<file path="config.mk">
export PLATFORM = sky130hd
export DESIGN_NAME = brb_ctrl
export DESIGN_NICKNAME = d
export VERILOG_FILES = /design/src/hw/rtl/brb_pkg.sv /design/src/hw/rtl/brb_ctrl.sv
export SDC_FILE = /design/constraint.sdc
export NUM_CORES = 1
export LEC_CHECK = 0
export BUFFER_PORTS_ARGS = -buffer_cell sky130_fd_sc_hd__buf_2
export CAP_MARGIN = 20
export CORE_AREA = 4 4 41 43
export CTS_BUF_LIST = sky130_fd_sc_hd__clkbuf_8 sky130_fd_sc_hd__clkbuf_16
export CTS_CLUSTER_SIZE = 16
export DETAILED_ROUTE_END_ITERATION = 7
export DIE_AREA = 0 0 45 47
export GPL_ROUTABILITY_DRIVEN = 1
export PLACE_DENSITY = 0.53
export SYNTH_ARGS = -nofsm -noshare
export SYNTH_HDL_FRONTEND = slang
export SYNTH_SLANG_ARGS = --single-unit
</file>
<file path="constraint.sdc">
create_clock -name clk -period 2.02 [get_ports clk]
set_clock_uncertainty 0.15 [all_clocks]
set_input_delay 0.101 -clock clk [delete_from_list [all_inputs] [get_ports clk]]
set_output_delay 0.101 -clock clk [all_outputs]
set_load 0.05 [all_outputs]
</file>
<file path="src/hw/rtl/brb_pkg.sv">
// ----------------------------------------------------------------------------
// brb_pkg
// operation codes, beat payload types and controller/datapath interface
// ----------------------------------------------------------------------------
package brb_pkg;

  localparam logic [2:0] FN_PUSH  = 3'd0;
  localparam logic [2:0] FN_POP   = 3'd1;
  localparam logic [2:0] FN_PEEK  = 3'd2;
  localparam logic [2:0] FN_SKIP  = 3'd3;
  localparam logic [2:0] FN_ADV   = 3'd4;
  localparam logic [2:0] FN_CLEAR = 3'd5;

  typedef struct packed {
    logic [2:0]  func;
    logic [7:0]  data_byte;
    logic [11:0] count;
  } item_t;

  typedef struct packed {
    logic [7:0]  out_byte;
    logic        byte_valid;
    logic        last;
    logic [11:0] done_count;
    logic [11:0] used_space;
    logic [11:0] free_space;
    logic [11:0] contig_read;
    logic [11:0] contig_write;
  } result_t;

  typedef struct packed {
    logic clr_wr;
    logic capture;
    logic red_mul;
    logic red_sub;
    logic exec;
    logic rd_issue;
    logic emit_byte;
    logic emit_stat;
  } cmd_t;

  typedef struct packed {
    logic clr_last;
    logic run_go;
    logic rem_rd_zero;
    logic out_free;
  } stat_t;

endpackage

</file>
<file path="src/hw/rtl/brb_ctrl.sv">
// ----------------------------------------------------------------------------
// brb_ctrl
// sequencer: store clearing sweep, item capture, execute and result beats
// ----------------------------------------------------------------------------
module brb_ctrl (
  input  logic           clk,
  input  logic           rst,
  input  logic           item_valid,
  input  logic [2:0]     item_func,
  input  brb_pkg::stat_t stat,
  output brb_pkg::cmd_t  cmd,
  output logic           item_stall
);

  typedef enum logic [2:0] {
    S_CLR,
    S_IDLE,
    S_MUL,
    S_SUB,
    S_EXEC,
    S_ISSUE,
    S_STREAM,
    S_STAT
  } state_t;

  state_t state;
  state_t state_next;

  always_comb begin
    state_next = state;
    cmd        = '0;
    unique case (state)
      S_CLR: begin
        cmd.clr_wr = 1'b1;
        if (stat.clr_last) begin
          state_next = S_IDLE;
        end
      end
      S_IDLE: begin
        if (item_valid) begin
          cmd.capture = 1'b1;
          // advance write needs its count reduced modulo the depth first
          state_next  = (item_func == brb_pkg::FN_ADV) ? S_MUL : S_EXEC;
        end
      end
      S_MUL: begin
        cmd.red_mul = 1'b1;
        state_next  = S_SUB;
      end
      S_SUB: begin
        cmd.red_sub = 1'b1;
        state_next  = S_EXEC;
      end
      S_EXEC: begin
        cmd.exec   = 1'b1;
        state_next = stat.run_go ? S_ISSUE : S_STAT;
      end
      S_ISSUE: begin
        cmd.rd_issue = 1'b1;
        state_next   = S_STREAM;
      end
      S_STREAM: begin
        if (stat.out_free) begin
          cmd.emit_byte = 1'b1;
          if (!stat.rem_rd_zero) begin
            cmd.rd_issue = 1'b1;
          end else begin
            state_next = S_IDLE;
          end
        end
      end
      S_STAT: begin
        if (stat.out_free) begin
          cmd.emit_stat = 1'b1;
          state_next    = S_IDLE;
        end
      end
      default: begin
        state_next = S_IDLE;
      end
    endcase
  end

  assign item_stall = (state != S_IDLE);

  always_ff @(posedge clk) begin
    if (rst) begin
      state <= S_CLR;
    end else begin
      state <= state_next;
    end
  end

endmodule

</file>
==> impl_metrics.ini <==
[status]
status = complete, no violations

[grt]
grt_max_degree = 17
grt_usage = 0.0972
grt_pass1_wl_um = 1450
antenna_found_initial = 0
grt_overflow = 0
grt_pass1_vias = 373

[power]
p_sw_uw = 85.1
power.leakage_nw = 0.225
power.density_nw_per_um2 = 635
peakVddDrop_v = 0.000422
clockPowerShare = 0.575
power_frac_seq = 0.230
p_int_uw = 213
power_frac_comb = 0.196
switching_share = 0.286

[sta]
final.setup.tns_ps = 0
slew_viol_final = 0
worst-slew-pin-transition_ps = 443
post-route-period-util = 0.831
finalSetupViolations = 0
slew_headroom = 0.704
period_minus_slack_ps = 1680
report.final.hold_viol_count = 0
timing.fmax_mhz = 596
rsz0062_at_grt = false

[die]
coreArea_um2 = 1300
die_area_um2 = 2120
die_w_um = 45
initial_core_util = 0.240
dieHeight_um = 47
num_rows = 13
ios = 19

[final_layout]
max_flop_register = state
finish.utilization = 0.361
multi_input_area_um2 = 226
reg.largest.list = state x3
fillers = 159
largest_reg_flops = 3
nets = 82
area_growth_pct = 50.0
regArea_um2 = 60.1
drive_above_1_share = 0.314
diodes = 0

[clocking]
ctsHtreeMaxLevel = 1
clockRootBuffer = clkbuf_8
clock-sinks = 3
cts_tree = yes
path_clk_slew_ps = 30
cts-resized-gates = 0
clock_path_buffers = 2
insertion_delay_ps = 220
numCtsBuffers = 3
cts_setup_buffers = 0

[critical_path]
end_kind = output pin
cpPeakStageDelay_ps = 430
crit_type = flop to output pin
crit_chain = nor2_1, and3_1, buf_2
cp-start-kind = flop
cp_num_buf_inv = 1
worst-endpoint-required_ps = 1770
reg2reg_depth = 4
crit_family = simple AND/OR/NAND/NOR gates
cp_data_arrival_time_ps = 1430
r2r-end = state[1]
worstPathMaxFanout = 16
r2r-start = state[2]
slowest_stage = dfxtp_1
reg2reg_slack_ps = 410

[yosys]
synth-xor-area-share = 0
synth.mux.area_fraction = 0
synthAdderAreaFrac = 0.0400
netlist_instances = 49
synth_compound_area_frac = 0.300
ys_warn_count = 0
yosys_register_bits = 3
syn_area_um2 = 313
synth_simple_gate_area_share = 0.384
synth_area_per_cell_um2 = 6.38
ys_types = 22
synth_top_family_by_area = simple AND/OR/NAND/NOR gates
ys_seq_area_frac = 0.192
synthesis.nets = 60

[drt]
drtIter0Drc = 11
vias = 423
drcViolationCount = 0
drt-total-wl_um = 908
viasPerCell = 4.98
ant_nets = 0
drt_first_pass_iters = 4
routedWlPerCell_um = 10.7

[placed_design]
dp_hpwl_um = 697
gp_congestion = 0.825
port_buffers = 18

[worst_hold_path]
min_delay_path_depth = 4
min_from = stat[1]
min_to = state[2]
worstHoldPathType = input pin to flop

[job]
cap_violations = 0
==> worst max path at each step <==
stage,startpoint,endpoint,depth (start not counted)
global route,state[0],cmd[2],4
detailed placement,state[2],state[1],4
global placement,state[2],state[1],4
finish,state[2],cmd[6],3
floorplan,state[2],cmd[7],2
CTS,state[2],cmd[6],3
==> power groups by stage <==
stage / Combinational [mW] / Sequential, mW / Clock, mW
finish: 0.0583 / 0.0684 / 0.171
CTS: 0.0587 / 0.0682 / 0.176
floorplan: 0.0435 / 0.0640 / 0
global placement: 0.0575 / 0.0690 / 0
detailed placement: 0.0569 / 0.0691 / 0
global route: 0.0635 / 0.0691 / 0.186
==> repair_timing <==
action,4_1_cts,5_1_grt
hold buffers,1,0
hold endpoints to repair,3,0
setup endpoints to repair,0,0
==> cell usage after synthesis <==
cell	number	area (um2)
buf_2	3	15.0
nor3b_1	1	7.51
nor2b_1	2	12.5
a31oi_1	1	6.26
dfxtp_1	3	60.1
nor4_1	1	6.26
o31ai_1	1	7.51
and3_1	2	12.5
inv_1	3	11.3
o211ai_1	1	7.51
nor3_1	1	5.00
o22ai_1	1	6.26
nand2b_1	3	18.8
o21ai_0	3	15.0
nor2_1	6	22.5
o21a_1	1	7.51
nand3_1	3	15.0
ha_1	1	12.5
nand2_1	3	11.3
o32ai_1	1	8.76
a21oi_1	7	35.0
or3b_1	1	8.76
==> stage by stage <==
stage               cells  area (um2)  hold WS, ps  worst slack (ps)  power [mW]
floorplan              49         313         20.1               182       0.107
global placement       80         414          146               433       0.127
detailed placement     80         414          147               431       0.126
CTS                    85         469          128               328       0.303
global route           85         469          162               223       0.319
finish                 85         469          133               342       0.298
==> layer usage <==
metal,wire [um],vias to the layer above,track usage
met5,0,-,0
met4,0,0,0.0877
met2,426,17,0.133
met3,72,0,0.0307
met1,409,188,0.120
li1,-,218,-
==> final cells by class <==
class / count / area share
clock inverters: 1 / 0.00800
repair buffers: 20 / 0.229
well taps: 15 / 0.0400
multi-input cells: 40 / 0.483
flip-flops and latches: 3 / 0.128
clock buffers: 3 / 0.0880
inverters: 3 / 0.0240
==> cell usage in the layout (no fill, tap or decap), drive strengths merged, types with 2 or more instances in the layout <==
cell type,synthesis,routed
nor2b,2,2
nand2,3,3
clkbuf,0,3
buf,3,19
o21ai,3,3
and3,2,2
dfxtp,3,3
nor2,6,6
a21oi,7,7
inv,3,4
nand3,3,3
nand2b,3,3
==> worst register-to-register path: cells and delay by family (launching register included) <==
kind,cells,cell delay (ps)
flip-flops,1,580
AO/OA/AOI/OAI,3,420
AND/OR/NAND/NOR,1,390
==> logic make-up after synthesis <==
logic type      count (synthesis)
compound gates                 16
buf+inv                         6
flops                           3
simple gates                   23
fa+ha+maj                       1
No activity file was read; power rests on OpenSTA's default activity.
